<file path="src/sv/tile_map_store_and_lookup_top_macros.svh">
// Assertion macros shared by the tile map RTL.
`ifndef TILE_MAP_STORE_AND_LOOKUP_TOP_MACROS_SVH
`define TILE_MAP_STORE_AND_LOOKUP_TOP_MACROS_SVH
`ifndef SYNTHESIS
`define TMSL_ASSERT_IMP(lbl, a, c) \
	lbl: assert property (@(posedge clk) disable iff (!arst_n) (a) |-> (c)) \
		else $error("tmsl assertion failed");
`define TMSL_ASSERT_NXT(lbl, a, c) \
	lbl: assert property (@(posedge clk) disable iff (!arst_n) (a) |=> (c)) \
		else $error("tmsl assertion failed");
`else
`define TMSL_ASSERT_IMP(lbl, a, c)
`define TMSL_ASSERT_NXT(lbl, a, c)
`endif
`endif

</file>
<file path="src/sv/tmsl_pkg.sv">
package tmsl_pkg;

	localparam int MAP_DEPTH  = 4096;
	localparam int ADDR_W     = $clog2(MAP_DEPTH);
	localparam int IDX_W      = 19;
	localparam int DIVD_W     = IDX_W;
	localparam int DIVS_W     = 11;
	localparam int DIV_CNT_W  = $clog2(DIVD_W + 1);

	typedef enum logic [2:0] {
		OP_RD_RAW  = 3'd0,
		OP_RD_UNP  = 3'd1,
		OP_WR_RAW  = 3'd2,
		OP_WR_FLAG = 3'd3,
		OP_DRAW    = 3'd4
	} op_t;

	typedef enum logic [2:0] {
		REG_MAP_WIDTH  = 3'd0,
		REG_MAP_HEIGHT = 3'd1,
		REG_ATLAS_COLS = 3'd2,
		REG_TILE_W     = 3'd3,
		REG_TILE_H     = 3'd4,
		REG_PADDING    = 3'd5
	} reg_idx_t;

	typedef struct packed {
		logic busy;
		logic done;
	} div_sts_t;

endpackage

</file>
<file path="src/sv/tmsl_div.sv">
`include "tile_map_store_and_lookup_top_macros.svh"

module tmsl_div (
	input  logic                          clk,
	input  logic                          arst_n,
	input  logic                          start,
	input  logic [tmsl_pkg::DIVD_W-1:0]   dividend,
	input  logic [tmsl_pkg::DIVS_W-1:0]   divisor,
	output logic [tmsl_pkg::DIVD_W-1:0]   quotient,
	output logic [tmsl_pkg::DIVS_W-1:0]   remainder,
	output tmsl_pkg::div_sts_t            sts
);
	import tmsl_pkg::*;

	logic [DIV_CNT_W-1:0] cnt_q;
	logic                 busy_q;
	logic                 done_q;
	logic [DIVD_W-1:0]    quo_q;
	logic [DIVS_W-1:0]    rem_q;
	logic [DIVS_W-1:0]    div_q;
	logic [DIVS_W:0]      shift;
	logic [DIVS_W+1:0]    trial;

	assign shift = {rem_q, quo_q[DIVD_W-1]};
	assign trial = {1'b0, shift} - {2'b00, div_q};

	always_ff @(posedge clk or negedge arst_n) begin
		if (!arst_n) begin
			busy_q <= 1'b0;
			done_q <= 1'b0;
			cnt_q  <= '0;
		end else begin
			done_q <= 1'b0;
			if (start) begin
				busy_q <= 1'b1;
				cnt_q  <= DIV_CNT_W'(DIVD_W);
			end else if (busy_q) begin
				cnt_q <= cnt_q - 1'b1;
				if (cnt_q == DIV_CNT_W'(1)) begin
					busy_q <= 1'b0;
					done_q <= 1'b1;
				end
			end
		end
	end

	always_ff @(posedge clk) begin
		if (start) begin
			quo_q <= dividend;
			rem_q <= '0;
			div_q <= divisor;
		end else if (busy_q) begin
			if (!trial[DIVS_W+1]) begin
				rem_q <= trial[DIVS_W-1:0];
				quo_q <= {quo_q[DIVD_W-2:0], 1'b1};
			end else begin
				rem_q <= shift[DIVS_W-1:0];
				quo_q <= {quo_q[DIVD_W-2:0], 1'b0};
			end
		end
	end

	assign quotient  = quo_q;
	assign remainder = rem_q;
	assign sts.busy  = busy_q;
	assign sts.done  = done_q;

	`TMSL_ASSERT_IMP(a_start_when_idle, start, !busy_q)
	`TMSL_ASSERT_NXT(a_done_ends_busy, done_q, !busy_q && !done_q)
	`TMSL_ASSERT_IMP(a_rem_below_div, done_q, rem_q < div_q)

endmodule

</file>
<file path="config.mk">
export PLATFORM = sky130hd
export DESIGN_NAME = tmsl_div
export DESIGN_NICKNAME = d
export VERILOG_FILES = /design/src/sv/tmsl_pkg.sv /design/src/sv/tmsl_div.sv
export VERILOG_INCLUDE_DIRS = /design/src /design/src/sv
export SDC_FILE = /design/constraint.sdc
export NUM_CORES = 1
export LEC_CHECK = 0
export BUFFER_PORTS_ARGS = -buffer_cell sky130_fd_sc_hd__buf_2
export CORE_MARGIN = 2
export CORE_UTILIZATION = 57
export CTS_CLUSTER_DIAMETER = 120
export CTS_CLUSTER_SIZE = 30
export DETAILED_ROUTE_END_ITERATION = 10
export PLACE_DENSITY_LB_ADDON = 0.1
export SLEW_MARGIN = 20
export SYNTH_ARGS = -nofsm -noshare
export SYNTH_HDL_FRONTEND = slang
export SYNTH_SLANG_ARGS = --single-unit
export TNS_END_PERCENT = 1
</file>
<file path="constraint.sdc">
create_clock -name clk -period 4.4 [get_ports clk]
set_clock_uncertainty 0.2 [all_clocks]
set_input_delay 0.44 -clock clk [delete_from_list [all_inputs] [get_ports clk]]
set_output_delay 0.44 -clock clk [all_outputs]
set_load 0.05 [all_outputs]
</file>
======== After elaboration in Yosys (flattened, before gate mapping) ========
Index checks and enable logic that the tools add are counted.
cells by class
  equal/unequal tests ..................... 1
  reductions and logical operators ........ 1
  muxes and demuxes ....................... 12
  add/sub/neg operators ................... 2
operator list
  cell                 count
  $mux 19              2
  $sub 12x11->13       1
  $mux 11              1
  $mux 5               2
  $mux 1               7
  $eq 5x1->1 const B   1
  $sub 5x1->5 const B  1
  $reduce_bool 2->1    1
storage, ports and cells
  flip-flop bits (word level) ............. 48
  logic and storage cells ................. 22
  input bits .............................. 33

======== Logic depth before layout (Yosys ltp) ========
Gate-level depths: netlist of run 1.
  depth after elaboration ................. 4
  gate-level depth with buffers ........... 10

======== Worst setup path before layout of run 1 ========
Ideal clock, no wire load.
  path type ............................... register to register
  from .................................... register quo_q[18] (netlist: quotient[18])
  to ...................................... register rem_q[1] (netlist: remainder[1])
  path slack .............................. 1.476 ns
  stages on the path, launching flop included .. 10
  path buffers ............................ 0
  required time ........................... 4.094 ns
  period minus slack after synthesis ...... 2.924 ns
  data arrival time ....................... 2.618 ns
  path through ............................ edfxtp_1 > inv_1 > ha_1 > fa_1 > and2b_1 > o2111ai_2 > a21oi_2 > nor4_4 > or4_2 > o311ai_0
between the ends
  word-level cells in the longest chain between the ends .. 2
ends and longest elaborated chain
  what                    RTL line        RTL
  from (decl)             tmsl_div.sv:18  logic [DIVD_W-1:0] quo_q;
  from (signal assigned)  tmsl_div.sv:49  quo_q <= dividend;
  from (signal assigned)  tmsl_div.sv:55  quo_q <= {quo_q[DIVD_W-2:0], 1'b1};
  from (signal assigned)  tmsl_div.sv:58  quo_q <= {quo_q[DIVD_W-2:0], 1'b0};
  $sub 12x11->13          tmsl_div.sv:25  assign trial = {1'b0, shift} - {2'b00, div_q};
  $mux 11                 tmsl_div.sv:53  if (!trial[DIVS_W+1]) begin
  to (signal assigned)    tmsl_div.sv:54  rem_q <= trial[DIVS_W-1:0];
  to (signal assigned)    tmsl_div.sv:57  rem_q <= shift[DIVS_W-1:0];
  to (decl)               tmsl_div.sv:19  logic [DIVS_W-1:0] rem_q;
No other way between the ends.
A chain may end at the register's enable or synchronous reset.

======== Worst setup path in the final report of run 1 ========
Ends and elaborated chain as after synthesis.

==> summary.md, run 1 <==
| Metric | Value |
|---|---|
| Status | `finished clean` |
| Hold Crit Class | `input port to flip-flop` |
| Final core occ | `0.684` |
| CP Capture Point | `remainder[1]` |
| Reg-to-Reg Start | `quotient[18]` |
| Die Y | `~70 um` |
| Share of the synthesized area in the top cell type | `0.360` |
| Power share of the clock group | `0.158` |
| Synth Instances | `209` |
| Synth Flop Type | `edfxtp_1` |
| First-pass DRT Iterations | `4` |
| Total CTS buffers | `5` |
| Slew @ Worst Pin | `around 0.91 ns` |
| Dominant cells by area after synthesis | `edfxtp_1 (36%), dfxtp_1 (8.8%), mux2_2 (8.1%), dfrtp_1 (7.0%), ha_1 (6.5%)` |
| Hold_buf cts | `1` |
| First-pass GRT wire length | `8170 um` |
| CTS sink count | `48` |
| DR DRC count | `0` |
| Crit end category | `flip-flop` |
| Site Rows | `24` |
| Final Max Slew Viols | `0` |
| Net Sw Power | `around 0.70 mW` |
| P_leak | `around 1.3 nW` |
| Antenna violations before repair | `0` |
| Vias in the first global route | `1815` |
| Most common cell in the synthesized netlist | `edfxtp_1` |
| Max clock buf depth | `2` |
| Die width | `between 70 and 80 um` |
| CTS tree | `yes` |
| Post-synth top area cell | `edfxtp_1` |
| GR Util All Layers | `0.211` |
| Largest net degree at the start of global routing | `38` |
| Fillcell total | `324` |
| FF+latch count, synth | `48` |
| Period minus WS final | `~2.8 ns` |
| CP Max Fanout | `17` |
| DRT iter0 DRCs | `103` |
| Max VDD drop | `~0.33 mV` |
| Avg Vias per Cell | `5.48` |
| Setup_tns | `0 ns` |
| Combinational power share | `0.456` |
| Req. time, crit path | `between 4 and 5 ns` |
| Placed instance area | `about 0.0028 mm^2` |
| YS warnings | `0` |
| Post-CTS sizing | `0` |
| Cell-internal power | `~0.94 mW` |
| GRT overflow | `0` |
| Post-Place Cells | `around 320` |
| Max cap viols | `0` |
| Critical path startpoint category | `flip-flop` |
| Vias | `between 1.5k and 2k` |
| Final HPWL from detailed placement | `around 3500 um` |
| Routed WL per cell | `around 15 um` |
| Root Driver | `clkbuf_8` |
| Final instance area | `0.00294 mm^2` |
| Clock latency at the later pin of the worst-skew pair | `roughly 0.30 ns` |
| Net Count, Synth | `roughly 260` |
| Setup Buffers After CTS | `0` |
| Die Area | `0.00493 mm^2` |
| Syn-to-layout area delta | `17.5%` |
| CTS HTree Levels | `2` |
| Power Density | `approximately 560 mW/mm^2` |
| FF-to-FF End | `remainder[1]` |
| Reg2Reg Depth | `9` |
| Yosys cell types | `51` |
| Final setup vio count | `0` |
| Core area | `0.00429 mm^2` |
| Area of the mapped netlist | `0.00250 mm^2` |
| Proportion of layout cells with a drive suffix above 1 | `0.381` |
| RD Place Congestion | `~0.77` |
| Share of power burned in registers | `0.386` |
| Clk pin slew, worst setup/hold paths | `about 0.090 ns` |
| Final worst-path cycle share | `0.644` |
| Fmax | `between 300 and 400 MHz` |
| Reg2Reg Setup Slack | `1.57 ns` |
| Async S/R FF share, synth | `0.146` |
| Fin. Hold Viols | `0` |
| Switch share | `0.427` |
| Syn_area_per_cell | `roughly 12 um^2` |
| ANT nets after route | `0` |
| Nets@finish | `~320` |
| WS Path Type | `flip-flop to flip-flop` |
| Post-synth EDFFs | `30` |
| Fin cells | `roughly 330` |
| Initial Util | `0.582` |
| N_diodes | `0` |
| Relative slew margins | `0.391` |
| RSZ-0062 raised after global routing | `no` |
| Final wirelength | `between 4000 and 5000 um` |
| Synth cell count leaders | `edfxtp_1 (30), inv_1 (20), mux2_2 (18)` |
| Worst Path Arrival | `between 2 and 3 ns` |
| PortBufs | `64` |
| Boundary pin count | `between 60 and 70` |
| Tot Pwr | `1.63 mW` |
| Sequential cell area fraction in the yosys report | `0.519` |
| Critical Path Start | `quotient[18]` |
==> cells by family after synthesis <==
kind of cell / synth area share
xor+xnor: 0.0385
compound gates: 0.118
mux: 0.101
flops: 0.519
fa+ha+maj: 0.0731
simple gates: 0.100
buf+inv: 0.0511
==> how the worst min path moves through the flow <==
| stage | from | endpoint | cells after the start |
|---|---|---|---|
| 6_report | divisor[3] | div_q[3] | 1 |
| 5_1_grt | divisor[0] | div_q[0] | 1 |
| 4_1_cts | divisor[3] | div_q[3] | 1 |
| 3_5_place_dp | arst_n | cnt_q[4] | 1 |
| 3_3_place_gp | arst_n | cnt_q[4] | 1 |
| 2_1_floorplan | arst_n | busy_q | 0 |
==> sequential cells by signal, indices dropped and copies added (netlist names) <==
name,cells
busy_q,1
cnt_q,5
div_q,11
done_q,1
quotient,19
remainder,11
==> stage by stage <==
| stage | worst slack (ns) | hold WS [ns] |
|---|---|---|
| after global routing | 1.37 | 0.0963 |
| after CTS | 1.56 | 0.102 |
| final | 1.57 | 0.108 |
| after detailed placement | 1.58 | 0.0863 |
| after global placement | 1.64 | 0.0782 |
| after floorplan | 1.48 | -0.0556 |
==> power groups by stage <==
| stage | clock network [mW] | registers (mW) | logic [mW] |
|---|---|---|---|
| floorplan | 0 | 0.848 | 0.383 |
| global route | 0.278 | 0.642 | 0.803 |
| finish | 0.258 | 0.631 | 0.745 |
| global placement | 0 | 0.638 | 0.736 |
| detailed placement | 0 | 0.641 | 0.745 |
| CTS | 0.264 | 0.632 | 0.748 |
==> layout make-up <==
cell class | count | area, um^2 | area share
Clock buffer | 5 | 68.8 | 0.0234
Clock inverter | 3 | 18.8 | 0.00639
Inverter | 20 | 75.1 | 0.0256
Multi-Input combinational cell | 131 | 1080 | 0.366
Sequential cell | 48 | 1300 | 0.441
Tap cell | 52 | 65.1 | 0.0221
Timing Repair Buffer | 66 | 338 | 0.115
==> placed cells by master, fill, tap and decap left out, drive strengths merged, types with 6 or more instances in the layout <==
master	n
nand2b	6
ha	13
edfxtp	30
nand2	7
a21oi	7
nor2	18
dfxtp	11
mux2	18
inv	20
o21ai	6
buf	65
dfrtp	7
xnor2	8
==> critical path, cell delays in order, from the launching register on <==
cell and delay [ns]:
edfxtp_1 0.41, inv_1 0.08, ha_1 0.18, fa_1 0.21, and2b_1 0.21, o2111ai_2 0.21
a21oi_2 0.11, nor4_4 0.69, or4_2 0.25, o311ai_0 0.12
==> routing by layer <==
layer  vias up  routed length (um)  GRT usage  share of wire
li1        875                   -          -              -
met1       859                2180      0.266           0.45
met2        40                2380      0.361           0.50
met3         7                 170     0.0476          0.036
met4         0                  55     0.0641          0.011
met5         -                   0          0              0
(Power assumes the default switching activity.)
==> inputs of run 2 (changes only) <==
--- a/config.mk
+++ b/config.mk
@@ -6,9 +6,10 @@
 export SDC_FILE = /design/constraint.sdc
 export NUM_CORES = 1
 export LEC_CHECK = 0
+export ABC_AREA = 1
 export BUFFER_PORTS_ARGS = -buffer_cell sky130_fd_sc_hd__buf_2
 export CORE_MARGIN = 2
-export CORE_UTILIZATION = 57
+export CORE_UTILIZATION = 48
 export CTS_CLUSTER_DIAMETER = 120
 export CTS_CLUSTER_SIZE = 30
 export DETAILED_ROUTE_END_ITERATION = 10
==> constraint.sdc (replaced) <==
create_clock -name clk -period 2.5 [get_ports clk]
set_clock_uncertainty 0.2 [all_clocks]
set_input_delay 0.25 -clock clk [delete_from_list [all_inputs] [get_ports clk]]
set_output_delay 0.25 -clock clk [all_outputs]
set_load 0.05 [all_outputs]
==> run 2 against run 1 <==
Net effect:
- combinational power grew 110%
- worst setup slack got worse by 1.3 ns
- first-iteration DRC count is 1.9% lower
==> summary.md, run 2 <==
| Metric | Value |
|---|---|
| Final setup vio count | `0` |
| Cell-internal power | `1.87 mW` |
| Most frequent cells in the layout | `nand2_1 (139), buf_2 (64), inv_1 (48), nor2_1 (34), edfxtp_1 (30)` |
| Critical Path Start | `quotient[18]` |
| Die Y | `~78 um` |
| GR Util All Layers | `0.191` |
| Crit-path slowest cell | `fa_1` |
| Worst Path Arrival | `between 2 and 2.5 ns` |
| Req. time, crit path | `~2.5 ns` |
| Syn-to-layout area delta | `23.8%` |
| YS warnings | `0` |
| Final wirelength | `5470 um` |
| Final Max Slew Viols | `0` |
| Max clock buf depth | `2` |
| Period minus WS final | `~2.2 ns` |
| RD Place Congestion | `0.890` |
| Final HPWL from detailed placement | `slightly below 4000 um` |
| Post-Synth Simple-Gate Area | `0.309` |
| CP most frequent cell | `nand3_1` |
| FF+latch count, synth | `48` |
| Root Driver | `clkbuf_8` |
| Routed length on met2 | `2450 um` |
| PortBufs | `64` |
| Compound-Gate Fraction of Synth Area | `0.0270` |
| Switch share | `0.438` |
| Combinational power share | `0.470` |
| Status | `finished clean` |
| Multi-input logic area | `roughly 0.0011 mm^2` |
| Synth Area in Adders | `0.0692` |
| First-pass GRT wire length | `between 9000 and 10000 um` |
| Net Count, Synth | `389` |
| CTS tree | `yes` |
| ANT nets after route | `0` |
| Max VDD drop | `about 0.50 mV` |
| Total CTS buffers | `5` |
| N_diodes | `0` |
| First-pass DRT Iterations | `4` |
| Synth Area in XOR/XNOR | `0.00996` |
| P_leak | `1.78 nW` |
| Fillcell total | `about 500` |
| Critical path startpoint category | `flip-flop` |
| RSZ-0062 raised after global routing | `no` |
| Setup_tns | `0 ns` |
| Final worst-path cycle share | `0.892` |
| DR DRC count | `0` |
| Crit path max-delay family | `simple AND/OR/NAND/NOR gates` |
| Tot Pwr | `3.32 mW` |
| Hold Crit Class | `input port to flip-flop` |
| Site Rows | `26` |
| Synth Instances | `approximately 340` |
| Setup Buffers After CTS | `0` |
| Fin. Hold Viols | `0` |
| WP depth | `11` |
| Max cap viols | `0` |
| Most common cell in the synthesized netlist | `nand2_1` |
| Vias | `2267` |
| Async S/R FF share, synth | `0.146` |
| Routed WL per cell | `around 11 um` |
| Antenna violations before repair | `0` |
| CTS HTree Levels | `2` |
| Area of the mapped netlist | `about 0.0026 mm^2` |
| Fin cells | `about 500` |
| Die Area | `between 0.006 and 0.007 mm^2` |
| FF+latch area | `0.00130 mm^2` |
| FF-to-FF End | `remainder[3]` |
| Die width | `about 78 um` |
| Reg-to-Reg Start | `quotient[18]` |
| Share of the synthesized area in the top cell type | `0.341` |
| Slew @ Worst Pin | `a little under 0.9 ns` |
| CP Capture Point | `remainder[3]` |
| Wire length on met3 | `between 300 and 400 um` |
| Avg Vias per Cell | `roughly 4.6` |
| Core area | `between 0.005 and 0.006 mm^2` |
| Largest net degree at the start of global routing | `30` |
| GRT overflow | `0` |
| Power share of the clock group | `0.200` |
| Reg2Reg Depth | `11` |
| Relative slew margins | `0.411` |
| Hold_sp | `dividend[5]` |
| Boundary pin count | `65` |
| Net Sw Power | `around 1.5 mW` |
| Max reg flops | `19` |
| Vias in the first global route | `between 2k and 2.5k` |
| Yosys cell types | `26` |
| Dominant cells by area after synthesis | `edfxtp_1 (34%), nand2_1 (20%), dfxtp_1 (8.3%), inv_1 (6.8%), dfrtp_1 (6.6%)` |
| Crit path cell chain | `inv_1, ha_1, fa_1, inv_1, nand3_1, nand3_1, nand2_1, nand3_4, nand2_1, nand3_1, o21ai_0` |
| Initial Util | `0.507` |
| Clk pin slew, worst setup/hold paths | `approximately 0.090 ns` |
| Share of power burned in registers | `0.330` |
| Post-synth EDFFs | `30` |
| Mux cell area share after synthesis | `0` |
| Post-synth top area cell | `edfxtp_1` |
| Sequential cell area fraction in the yosys report | `0.491` |
| Fmax | `between 400 and 500 MHz` |
| Nets@finish | `464` |
| Proportion of layout cells with a drive suffix above 1 | `0.189` |
| Syn_area_per_cell | `about 7.7 um^2` |
| WS Path Type | `flip-flop to flip-flop` |
| M1 wire length | `roughly 2600 um` |
| Synth Flop Type | `edfxtp_1` |
| CP bufs+invs | `2` |
| Final core occ | `0.627` |
| Crit end category | `flip-flop` |
| CTS sink count | `48` |
| Max layer used | `met4` |
| Most common cell after layout, fill and taps aside | `nand2_1` |
| Synth cell count leaders | `nand2_1 (139), inv_1 (48), nor2_1 (34)` |
| Crit-path max cell delay | `around 0.41 ns` |
| Power Density | `about 1000 mW/mm^2` |
| Post-Place Cells | `around 470` |
| Hold slack | `roughly 0.011 ns` |
| Largest family of logic cells by synthesized area | `simple AND/OR/NAND/NOR gates` |
| Reg2Reg Setup Slack | `between 0.2 and 0.3 ns` |
| Clock latency at the later pin of the worst-skew pair | `0.30 ns` |
| CP Max Fanout | `21` |
| DRT iter0 DRCs | `just over 100` |
run 2: routing by layer:
layer | vias up | global-route usage
met5 | - | 0
met4 | 0 | 0.0526
met3 | 6 | 0.0448
met2 | 55 | 0.314
met1 | 992 | 0.254
li1 | 1214 | -
run 2: logic make-up (layout without fill, tap and decap cells):
| group | count (synthesis) | after routing |
|---|---|---|
| and+or+nand+nor | 203 | 203 |
| AOI/OAI and AO/OA | 13 | 13 |
| xor gates and xnor gates | 3 | 3 |
| buffers and inverters | 61 | 137 |
| adders and majority gates | 14 | 14 |
| DFF | 48 | 48 |
run 2: final cells by class:
type                       count  share of cell area
inverter                      51              0.0586
multi-input combinational    233               0.338
sequential                    48               0.397
timing repair buffer          78               0.139
tap                           70              0.0268
clock inverter                 2              0.0184
clock buffer                   6              0.0222
run 2: how the worst min path moves through the flow:
| stage | endpoint | slack (ns) | cells after the start |
|---|---|---|---|
| after CTS | quotient[5] | 0.006 | 3 |
| after floorplan | busy_q | -0.25 | 0 |
| after global routing | quotient[8] | 0.02 | 3 |
| after detailed placement | cnt_q[3] | -0.11 | 1 |
| final | quotient[5] | 0.01 | 3 |
| after global placement | cnt_q[3] | -0.11 | 1 |
run 2: stage by stage:
stage / cell area [um^2] / setup slack, ns
final: 3270 / 0.269
after global routing: 3270 / 0.000473
after CTS: 3260 / 0.134
after detailed placement: 3010 / 0.156
after global placement: 3010 / 0.253
after floorplan: 2640 / 0.0370
run 2: worst reg2reg max path, delay by kind of cell (launching register included):
kind            cells  cell delay [ns]
simple gates        6             0.72
fa+ha+maj           2             0.63
flops               1             0.35
buf+inv             2             0.17
compound gates      1             0.07
run 2: what timing repair did:
| item | 4_1_cts | 5_1_grt |
|---|---|---|
| setup endpoints to repair | 0 | 12 |
| endpoints found under the hold margin | 18 | 0 |
| hold buffers | 12 | 0 |
| gates resized for setup | 0 | 1 |
run 2: power by group through the flow:
stage / sequential [mW] / clock (mW) / combinational, mW
6_report: 1.10 / 0.663 / 1.56
3_3_place_gp: 1.12 / 0 / 1.52
4_1_cts: 1.10 / 0.679 / 1.56
3_5_place_dp: 1.11 / 0 / 1.54
2_1_floorplan: 1.49 / 0 / 0.880
5_1_grt: 1.12 / 0.710 / 1.75
